**src/sv/bpdt_pkg.sv**
```systemverilog
// Shared types and constants of the blocked process delay table.
package bpdt_pkg;

    // Table geometry
    localparam int TABLE_DEPTH = 64;
    localparam int IDX_W       = $clog2(TABLE_DEPTH);
    localparam int CNT_W       = $clog2(TABLE_DEPTH + 1);

    // Field widths
    localparam int ID_W   = 16;
    localparam int TICK_W = 8;
    localparam int WAIT_W = 16;
    localparam int OCC_W  = 7;

    localparam logic [WAIT_W-1:0] WAIT_MAX = '1;

    // One table entry as stored in memory
    typedef struct packed {
        logic [ID_W-1:0]   ident;
        logic [TICK_W-1:0] countdown;
        logic [WAIT_W-1:0] waited;
    } entry_t;

    // Controller states
    typedef enum logic [1:0] {
        ST_IDLE,
        ST_SWEEP,
        ST_FINISH
    } ctrl_state_t;

    // Controller to datapath
    typedef struct packed {
        logic start;   // capture the word and open a sweep
        logic sweep;   // step the sweep
        logic load;    // commit the tick and load the result register
    } dp_cmd_t;

    // Datapath to controller
    typedef struct packed {
        logic sweep_done;
    } dp_sts_t;

    // Wait count plus a small bump, saturating at the field maximum
    function automatic logic [WAIT_W-1:0] wait_add(input logic [WAIT_W-1:0] w,
                                                   input logic [1:0] bump);
        logic [WAIT_W:0] sum;
        sum = {1'b0, w} + {{(WAIT_W-1){1'b0}}, bump};
        return sum[WAIT_W] ? WAIT_MAX : sum[WAIT_W-1:0];
    endfunction

endpackage

```
**src/sv/blocked_process_delay_table.sv**
```systemverilog
// Top level of the blocked process delay table.
//
// Each input word is one scheduler tick and may carry an arriving blocked
// process, which is appended to an ordered table of TABLE_DEPTH entries or
// reported as dropped when the table is full. Every tick ages all entries
// (countdown down to zero, wait counts raised and saturated), releases the
// first entry whose countdown is zero and closes the gap behind it; exactly
// one result word comes out per tick. A tick is accepted, then swept over the
// entries held plus the arrival, and then loaded into the result register.
// The load waits further while the previous result word is still held. The
// entries live in a single-port read, single-port write memory, and one
// sweep reads, ages and writes back one entry per cycle through a registered
// read and a write-back. Entries are never read before they are written, so
// the memory needs no clearing after reset. The next tick is accepted while
// a result word still waits to be taken.
module blocked_process_delay_table (
    input  logic                          clk,
    input  logic                          rst_n,
    input  logic                          in_valid,
    output logic                          in_stall,
    input  logic                          arrival_valid,
    input  logic [bpdt_pkg::ID_W-1:0]     process_id,
    input  logic [bpdt_pkg::TICK_W-1:0]   block_ticks,
    input  logic [bpdt_pkg::WAIT_W-1:0]   wait_so_far,
    output logic                          out_valid,
    input  logic                          out_stall,
    output logic                          released_valid,
    output logic [bpdt_pkg::ID_W-1:0]     released_id,
    output logic [bpdt_pkg::WAIT_W-1:0]   released_wait,
    output logic [bpdt_pkg::OCC_W-1:0]    occupancy,
    output logic                          arrival_dropped
);

    bpdt_pkg::dp_cmd_t cmd;
    bpdt_pkg::dp_sts_t sts;

    // Sequencing
    bpdt_ctrl u_ctrl (
        .clk       (clk),
        .rst_n     (rst_n),
        .in_valid  (in_valid),
        .in_stall  (in_stall),
        .out_valid (out_valid),
        .out_stall (out_stall),
        .cmd       (cmd),
        .sts       (sts)
    );

    // Table and result datapath
    bpdt_datapath u_datapath (
        .clk             (clk),
        .rst_n           (rst_n),
        .cmd             (cmd),
        .sts             (sts),
        .arrival_valid   (arrival_valid),
        .process_id      (process_id),
        .block_ticks     (block_ticks),
        .wait_so_far     (wait_so_far),
        .released_valid  (released_valid),
        .released_id     (released_id),
        .released_wait   (released_wait),
        .occupancy       (occupancy),
        .arrival_dropped (arrival_dropped)
    );

endmodule

```
**src/sv/bpdt_ctrl.sv**
```systemverilog
// Controller state machine: handshakes and sequencing of one tick.
module bpdt_ctrl (
    input  logic              clk,
    input  logic              rst_n,
    input  logic              in_valid,
    output logic              in_stall,
    output logic              out_valid,
    input  logic              out_stall,
    output bpdt_pkg::dp_cmd_t cmd,
    input  bpdt_pkg::dp_sts_t sts
);

    bpdt_pkg::ctrl_state_t state_reg, state_next;
    logic out_valid_reg, out_valid_next;

    // State and result-valid registers
    always_ff @(posedge clk or negedge rst_n)
    begin
        if (!rst_n)
        begin
            state_reg     <= bpdt_pkg::ST_IDLE;
            out_valid_reg <= 1'b0;
        end
        else
        begin
            state_reg     <= state_next;
            out_valid_reg <= out_valid_next;
        end
    end

    // Next state and commands
    always_comb
    begin
        state_next = state_reg;
        cmd        = '0;
        in_stall   = 1'b1;
        case (state_reg)
            bpdt_pkg::ST_IDLE:
            begin
                in_stall = 1'b0;
                if (in_valid)
                begin
                    cmd.start  = 1'b1;
                    state_next = bpdt_pkg::ST_SWEEP;
                end
            end
            bpdt_pkg::ST_SWEEP:
            begin
                cmd.sweep = 1'b1;
                if (sts.sweep_done)
                    state_next = bpdt_pkg::ST_FINISH;
            end
            bpdt_pkg::ST_FINISH:
            begin
                // result register free or emptied this cycle
                if (!out_valid_reg || !out_stall)
                begin
                    cmd.load   = 1'b1;
                    state_next = bpdt_pkg::ST_IDLE;
                end
            end
            default:
            begin
                state_next = bpdt_pkg::ST_IDLE;
            end
        endcase
    end

    // Result word held until taken
    always_comb
    begin
        if (cmd.load)
            out_valid_next = 1'b1;
        else
            out_valid_next = out_valid_reg && out_stall;
    end

    assign out_valid = out_valid_reg;

endmodule

```
**src/sv/bpdt_datapath.sv**
```systemverilog
// Datapath: entry memory, sweep pipeline, release search and result register.
module bpdt_datapath (
    input  logic                          clk,
    input  logic                          rst_n,
    input  bpdt_pkg::dp_cmd_t             cmd,
    output bpdt_pkg::dp_sts_t             sts,
    input  logic                          arrival_valid,
    input  logic [bpdt_pkg::ID_W-1:0]     process_id,
    input  logic [bpdt_pkg::TICK_W-1:0]   block_ticks,
    input  logic [bpdt_pkg::WAIT_W-1:0]   wait_so_far,
    output logic                          released_valid,
    output logic [bpdt_pkg::ID_W-1:0]     released_id,
    output logic [bpdt_pkg::WAIT_W-1:0]   released_wait,
    output logic [bpdt_pkg::OCC_W-1:0]    occupancy,
    output logic                          arrival_dropped
);

    // Entry memory, one write and one registered read per cycle
    bpdt_pkg::entry_t mem [bpdt_pkg::TABLE_DEPTH];
    bpdt_pkg::entry_t mem_rd_reg;
    logic                          mem_we;
    logic [bpdt_pkg::IDX_W-1:0]    mem_wa;
    bpdt_pkg::entry_t              mem_wd;
    logic                          mem_re;

    // Control state of the sweep
    logic [bpdt_pkg::CNT_W-1:0] count_reg, count_next;
    logic [bpdt_pkg::CNT_W-1:0] n_reg, n_next;
    logic [bpdt_pkg::CNT_W-1:0] rd_idx_reg, rd_idx_next;
    logic                       s_valid_reg, s_valid_next;
    logic                       s_from_arr_reg, s_from_arr_next;
    logic [bpdt_pkg::IDX_W-1:0] s_idx_reg, s_idx_next;
    logic                       found_reg, found_next;

    // Captured arrival word
    bpdt_pkg::entry_t arr_reg, arr_next;
    logic             bump2_reg, bump2_next;
    logic             dropped_reg, dropped_next;

    // Released entry
    logic [bpdt_pkg::ID_W-1:0]   rel_id_reg, rel_id_next;
    logic [bpdt_pkg::WAIT_W-1:0] rel_wait_reg, rel_wait_next;

    // Stage arithmetic
    bpdt_pkg::entry_t            s_data;
    bpdt_pkg::entry_t            s_upd;
    logic                        append;
    logic [1:0]                  bump;

    assign append = arrival_valid &&
                    (count_reg < bpdt_pkg::CNT_W'(bpdt_pkg::TABLE_DEPTH));
    assign bump   = bump2_reg ? 2'd2 : 2'd1;
    assign s_data = s_from_arr_reg ? arr_reg : mem_rd_reg;

    // Entry after one tick: countdown down to zero, wait raised
    always_comb
    begin
        s_upd.ident     = s_data.ident;
        s_upd.countdown = (s_data.countdown != '0) ?
                          s_data.countdown - bpdt_pkg::TICK_W'(1) : '0;
        s_upd.waited    = bpdt_pkg::wait_add(s_data.waited, bump);
    end

    assign sts.sweep_done = (rd_idx_reg == n_reg) && !s_valid_reg;

    // Sweep sequencing, release search and compaction
    always_comb
    begin
        count_next      = count_reg;
        n_next          = n_reg;
        rd_idx_next     = rd_idx_reg;
        s_valid_next    = 1'b0;
        s_from_arr_next = 1'b0;
        s_idx_next      = s_idx_reg;
        found_next      = found_reg;
        arr_next        = arr_reg;
        bump2_next      = bump2_reg;
        dropped_next    = dropped_reg;
        rel_id_next     = rel_id_reg;
        rel_wait_next   = rel_wait_reg;
        mem_we          = 1'b0;
        mem_wa          = s_idx_reg;
        mem_wd          = s_upd;
        mem_re          = 1'b0;

        if (cmd.start)
        begin
            arr_next.ident     = process_id;
            arr_next.countdown = block_ticks;
            arr_next.waited    = wait_so_far;
            bump2_next         = arrival_valid;
            dropped_next       = arrival_valid && !append;
            n_next             = append ? count_reg + bpdt_pkg::CNT_W'(1) : count_reg;
            rd_idx_next        = '0;
            found_next         = 1'b0;
            rel_id_next        = '0;
            rel_wait_next      = '0;
        end
        else if (cmd.sweep)
        begin
            // issue the next entry: from memory, or the appended arrival
            if (rd_idx_reg != n_reg)
            begin
                s_valid_next    = 1'b1;
                s_idx_next      = rd_idx_reg[bpdt_pkg::IDX_W-1:0];
                s_from_arr_next = (rd_idx_reg == count_reg);
                mem_re          = (rd_idx_reg != count_reg);
                rd_idx_next     = rd_idx_reg + bpdt_pkg::CNT_W'(1);
            end
            // retire the staged entry
            if (s_valid_reg)
            begin
                if (!found_reg && (s_upd.countdown == '0))
                begin
                    found_next    = 1'b1;
                    rel_id_next   = s_upd.ident;
                    rel_wait_next = s_upd.waited;
                end
                else
                begin
                    mem_we = 1'b1;
                    mem_wa = found_reg ? s_idx_reg - bpdt_pkg::IDX_W'(1) : s_idx_reg;
                end
            end
        end

        if (cmd.load)
            count_next = found_reg ? n_reg - bpdt_pkg::CNT_W'(1) : n_reg;
    end

    // Memory write and registered read
    always_ff @(posedge clk)
    begin
        if (mem_we)
            mem[mem_wa] <= mem_wd;
        if (mem_re)
            mem_rd_reg <= mem[rd_idx_reg[bpdt_pkg::IDX_W-1:0]];
    end

    // Control registers
    always_ff @(posedge clk or negedge rst_n)
    begin
        if (!rst_n)
        begin
            count_reg      <= '0;
            n_reg          <= '0;
            rd_idx_reg     <= '0;
            s_valid_reg    <= 1'b0;
            s_from_arr_reg <= 1'b0;
            found_reg      <= 1'b0;
        end
        else
        begin
            count_reg      <= count_next;
            n_reg          <= n_next;
            rd_idx_reg     <= rd_idx_next;
            s_valid_reg    <= s_valid_next;
            s_from_arr_reg <= s_from_arr_next;
            found_reg      <= found_next;
        end
    end

    // Payload registers
    always_ff @(posedge clk)
    begin
        s_idx_reg    <= s_idx_next;
        arr_reg      <= arr_next;
        bump2_reg    <= bump2_next;
        dropped_reg  <= dropped_next;
        rel_id_reg   <= rel_id_next;
        rel_wait_reg <= rel_wait_next;
        if (cmd.load)
        begin
            released_valid  <= found_reg;
            released_id     <= rel_id_reg;
            released_wait   <= rel_wait_reg;
            occupancy       <= bpdt_pkg::OCC_W'(count_next);
            arrival_dropped <= dropped_reg;
        end
    end

endmodule

```
**config.mk**
```make
export PLATFORM = sky130hd
export DESIGN_NAME = blocked_process_delay_table
export DESIGN_NICKNAME = d
export VERILOG_FILES = /design/src/sv/bpdt_pkg.sv /design/src/sv/blocked_process_delay_table.sv /design/src/sv/bpdt_ctrl.sv /design/src/sv/bpdt_datapath.sv
export SDC_FILE = /design/constraint.sdc
export NUM_CORES = 2
export LEC_CHECK = 0
export BUFFER_PORTS_ARGS = -buffer_cell sky130_fd_sc_hd__buf_2
export CORE_MARGIN = 3
export CORE_UTILIZATION = 40
export CTS_CLUSTER_SIZE = 12
export DETAILED_ROUTE_END_ITERATION = 7
export REMOVE_ABC_BUFFERS = 1
export SYNTH_ARGS = -nofsm -noshare
export SYNTH_HDL_FRONTEND = slang
export SYNTH_SLANG_ARGS = --single-unit
export TNS_END_PERCENT = 20
```
**constraint.sdc**
```tcl
create_clock -name clk -period 6.91 [get_ports clk]
set_input_delay 0.3455 -clock clk [delete_from_list [all_inputs] [get_ports clk]]
set_output_delay 0.3455 -clock clk [all_outputs]
set_load 0.02 [all_outputs]
```
Yosys cells after proc, flatten, opt, wreduce, memory -nomap -nowiden
Memories as Yosys holds them, arrays and structs flattened. A register that Yosys moved wholly into a read port is not among the register bits.
Index checks and enable logic that the tools add are counted.
{ "totals": {"n_memories": 1, "word_cells": 107, "ramBits": 2560, "romBits": 0, "register_bits": 148, "out_inout_bits": 43, "inputBits": 45, "latchBits": 0} }
{ "classes": {"n_mux": 45, "n_addsub": 6, "bitwise_logic": 1, "n_eq_ne": 9, "shifts": 0, "mul": 0, "n_reduce_logical": 23, "order_cmp": 1, "n_div": 0} }
{ "memory_table": {"columns": ["memory", "depth", "width", "rd", "rd_ports_with_merged_regs", "wr", "line", "rtl"], "rows": [
  ["u_datapath.mem", 64, 40, 1, 1, 1, "bpdt_datapath.sv:19", "bpdt_pkg::entry_t mem [bpdt_pkg::TABLE_DEPTH];"]
]} }
{ "ops": {"columns": ["cell", "count"], "rows": [
  ["$mux W7", 6],
  ["$mux W40", 1],
  ["$mux W6", 5],
  ["$mux W1", 26],
  ["$add A16 B2 Y17", 1],
  ["$mux W16", 1],
  ["$add A7 B1 Y7 const B", 2],
  ["$eq A7 B7 Y1", 2],
  ["$ne A7 B7 Y1", 2],
  ["$reduce_and A3 Y1", 4],
  ["$logic_not A8 Y1", 1],
  ["$mux W2", 4],
  ["$mux W8", 1],
  ["$reduce_bool A2 Y1", 4],
  ["$reduce_bool A8 Y1", 1],
  ["$sub A8 B1 Y8 const B", 1],
  ["$lt A7 B7 Y1 const B", 1],
  ["$sub A7 B1 Y7 const B", 1],
  ["$pmux W2 S3", 1],
  ["$sub A6 B1 Y6 const B", 1],
  ["$logic_and A1 B1 Y1", 5],
  ["$logic_not A1 Y1", 5],
  ["$ne A2 B2 Y1 const B", 2],
  ["$eq A2 B1 Y1 const B", 1],
  ["6 further kinds", 6]
]} }

Logic depth before layout (Yosys ltp)
{ "logic_depth": {"word_depth": 11, "ltp_mapped": 15, "mapped_depth_nobuf": 9} }

Modules after synthesis
Synthesis repeated with hierarchy kept, for this count alone.
{ "hier_totals": {"hier_cells": 4329, "hier_area_um2": 105205.9} }
{ "by_module_without_submodules": {"columns": ["mod", "seq_area_each_um2", "cells_per_inst", "area_each_um2", "n_inst"], "rows": [
  ["bpdt_datapath", 81988.6, 4313, 105050.8, 1],
  ["bpdt_ctrl", 75.1, 16, 155.1, 1]
]} }

Least setup slack after synthesis
Ideal clock, no wire load.
{ "synth_path": {"path_kind": "reg2reg", "startpoint": "register u_datapath.s_from_arr_reg", "endpoint": "memory u_datapath.mem[0][2] in the netlist's numbering (data pin)", "setup_time_ns": 0.711, "stages_incl_launch_ff": 13, "arrival_ns": 5.191, "period_less_slack_ns": 5.902, "path_buffers": 6, "slack_ns": 1.008, "t_required_ns": 6.199, "cell_sequence": "dfrtp_1 buf_2 buf_2 buf_2 buf_2 buf_2 mux2_2 ha_1 inv_1 fa_1 nor2_1 clkbuf_1 o21ai_0"} }
{ "synth_rtl": {"columns": ["item", "line", "rtl"], "rows": [
  ["start, declared", "bpdt_datapath.sv:31", "logic s_from_arr_reg, s_from_arr_next;"],
  ["start signal, assigned", "bpdt_datapath.sv:158", "s_from_arr_reg <= s_from_arr_next;"],
  ["end, declared", "bpdt_datapath.sv:19", null]
]} }

==> run summary <==
vias: 48900
max_slew headroom: 0.0999
CP cell instances: buf_4, nand3_1, a22oi_1, nand4_1, nand2b_2, buf_4, nand3_1, a21oi_1
post-synthesis cell count: 4340
Clk pwr share: 0.252
Distinct cells, synth: 63
Max Fanout on Critical Path: 40
Buf+Inv Stages, Crit Path: 2
internal power: 0.0382 W
die width: 519 µm
Antenna Violating Nets Remaining: 0
Tot GR Track Use: 0.199
register area: 82100 µm²
Slew Viols, Final: 0
RSZ-0062 raised after global routing: false
most frequent cells after synthesis: 2689 x edfxtp_1, 840 x mux4_2, 117 x clkbuf_1
Gate power share: 0.325
port bufs: 87
Worst Path Required: 7730 ps
clock transition at the registers of the reported paths: 60 ps
Slowest Stage Delay on Critical Path: 930 ps
share of power burned in registers: 0.423
Synth area leaders: edfxtp_1 77%, mux4_2 18%, dfrtp_1 0.64%
CTS buffer count: 300
Cell Rows: 187
RD Place Congestion: 0.819
setup TNS: 0 ps
DIE HEIGHT: 519 µm
initial antenna violation count: 29
Clock Tree Buf Depth: 4
# fillers: 21200
routed len/inst: 32.2 µm
Worst setup SP type: register
syn_area_per_cell: 24.2 µm²
num ports: 88
Leak: 36.8 nW
final setup violation count: 0
GRT overflow: 0
first-pass GRT wire length: 383000 µm
top sig layer: met5
Post-Syn Area: 105000 µm²
clock sink total: 2748
Post-synth EDFFs: 2689
root cell of the clock tree: clkbuf_16
switch share: 0.327
vias in the first global route: 48700
H-tree depth: 5
initial core utilization: 0.404
DRC Markers: 0
CP Class: reg2reg
CORE AREA: 261000 µm²
layout cells sized above 1: 0.319
commonest register cell after synthesis: edfxtp_1
Worst Path Arrival: 5720 ps
Critical-path top delay cell: a22oi_1
Final HPWL DP: 158000 µm
PwrDens: 473 nW/µm²
final hold violation count: 0
Multi-input gate area: 22800 µm²
clk_lat worst skew: 930 ps
Max Cap Violations: 0
period utilization: 0.708
Final #Nets: 4750
Seq/Total Area, Yosys: 0.780
Async S/R FF share, synth: 0.00983
Synth Warn #: 0
Max Fclk: 204 MHz
metal2 WL: 127000 µm
CP top delay family: simple AND/OR/NAND/NOR gates
Crit. End Element: register
drt total wl: 270000 µm
Layout area overhead: 14.2%
top-count cell post-synth: edfxtp_1
Switch Pwr: 0.0186 W
Largest register FFs: 2560
Post-Route M1 WL: 116000 µm
largest net degree at the start of global routing: 92
Tmin final: 4890 ps
worst slew pin tran: 1350 ps
worst min path class: in2reg
DRT Pass-1 Iters: 6
Final WS setup: 2020 ps
CTS tree: done
full die area: 269000 µm²
Worst Skew: 70.6 ps
drt initial violations: 6483
routed vias/inst: 5.84
outcome: finished, final reports clean
share of the synthesized area in the top cell type: 0.767
WL met3: 22200 µm
Yosys reg bits: 2748
most area-hungry cell type in the Yosys netlist: edfxtp_1
Max VDD drop: 382 µV
pre-CTS setup slack: 2030 ps
==> layout by cell type (no fill, tap or decap), types with 46 or more instances in the layout <==
master,instances
nor2_4,67
dlygate4sd3_1,46
clkbuf_16,307
clkinv_1,49
mux4_2,840
a21oi_1,56
edfxtp_1,2689
buf_2,87
buf_4,127
clkbuf_1,77
o21ai_0,47
==> final timing paths <==
check                                           from                         end  slack [ps]  cells after the start
max                        u_datapath.s_from_arr_reg  u_datapath.rel_wait_reg[0]        2020                      8
min                                   wait_so_far[7]       u_datapath.arr_reg[7]         130                      2
max reg2reg                u_datapath.s_from_arr_reg  u_datapath.rel_wait_reg[0]        2020                      8
min reg2reg                u_datapath.rel_id_reg[15]  u_datapath.released_id[15]         420                      0
max in group asynchronous                      rst_n     u_datapath.count_reg[0]        5240                      4
min in group asynchronous                      rst_n         u_ctrl.state_reg[0]         560                      3
==> what timing repair did <==
action,4_1_cts,5_1_grt
hold endpoints to repair,72,0
hold buffers,46,0
buffers inserted,0,0
resized for setup,0,0
setup endpoints to repair,0,0
==> power groups by stage <==
| stage | registers [W] | clock network (W) | logic [W] |
|---|---|---|---|
| after floorplan | 0.0248 | 0 | 0.0104 |
| after global placement | 0.0243 | 0 | 0.0184 |
| after detailed placement | 0.0244 | 0 | 0.0187 |
| after CTS | 0.0241 | 0.0146 | 0.0187 |
| after global routing | 0.0242 | 0.0153 | 0.0194 |
| final | 0.0240 | 0.0143 | 0.0185 |
==> metrics by stage <==
| step | area, µm² | power, W | utilization | cells | hold WS (ps) |
|---|---|---|---|---|---|
| after CTS | 120000 | 0.0574 | 0.461 | 8358 | 56.5 |
| after global placement | 111000 | 0.0428 | 0.426 | 7843 | 408 |
| after detailed placement | 111000 | 0.0431 | 0.426 | 7843 | 410 |
| after global routing | 120000 | 0.0589 | 0.461 | 8361 | 83.7 |
| after floorplan | 104000 | 0.0352 | - | 4115 | 49.9 |
| final | 120000 | 0.0568 | 0.461 | 8366 | 133 |
==> cell type report <==
class | instances | share of cell area
Multi-Input combinational cell | 1347 | 0.190
Timing Repair Buffer | 279 | 0.0186
Sequential cell | 2748 | 0.683
Clock buffer | 387 | 0.0667
Inverter | 20 | 0.000666
Antenna cell | 7 | 0.000146
Tap cell | 3496 | 0.0364
Clock inverter | 82 | 0.00437
==> logic make-up after synthesis <==
family / share of synthesized area
compound gates: 0.00848
xor+xnor: 0.00325
fa+ha+maj: 0.00114
buf+inv: 0.0105
flops: 0.780
mux: 0.184
simple gates: 0.0126
==> metal layers <==
layer,GRT usage,up-vias
li1,-,19400
met1,0.298,26900
met2,0.307,2207
met3,0.0369,316
met4,0.0423,4
met5,0,-
No activity file was read; power rests on OpenSTA's default activity.
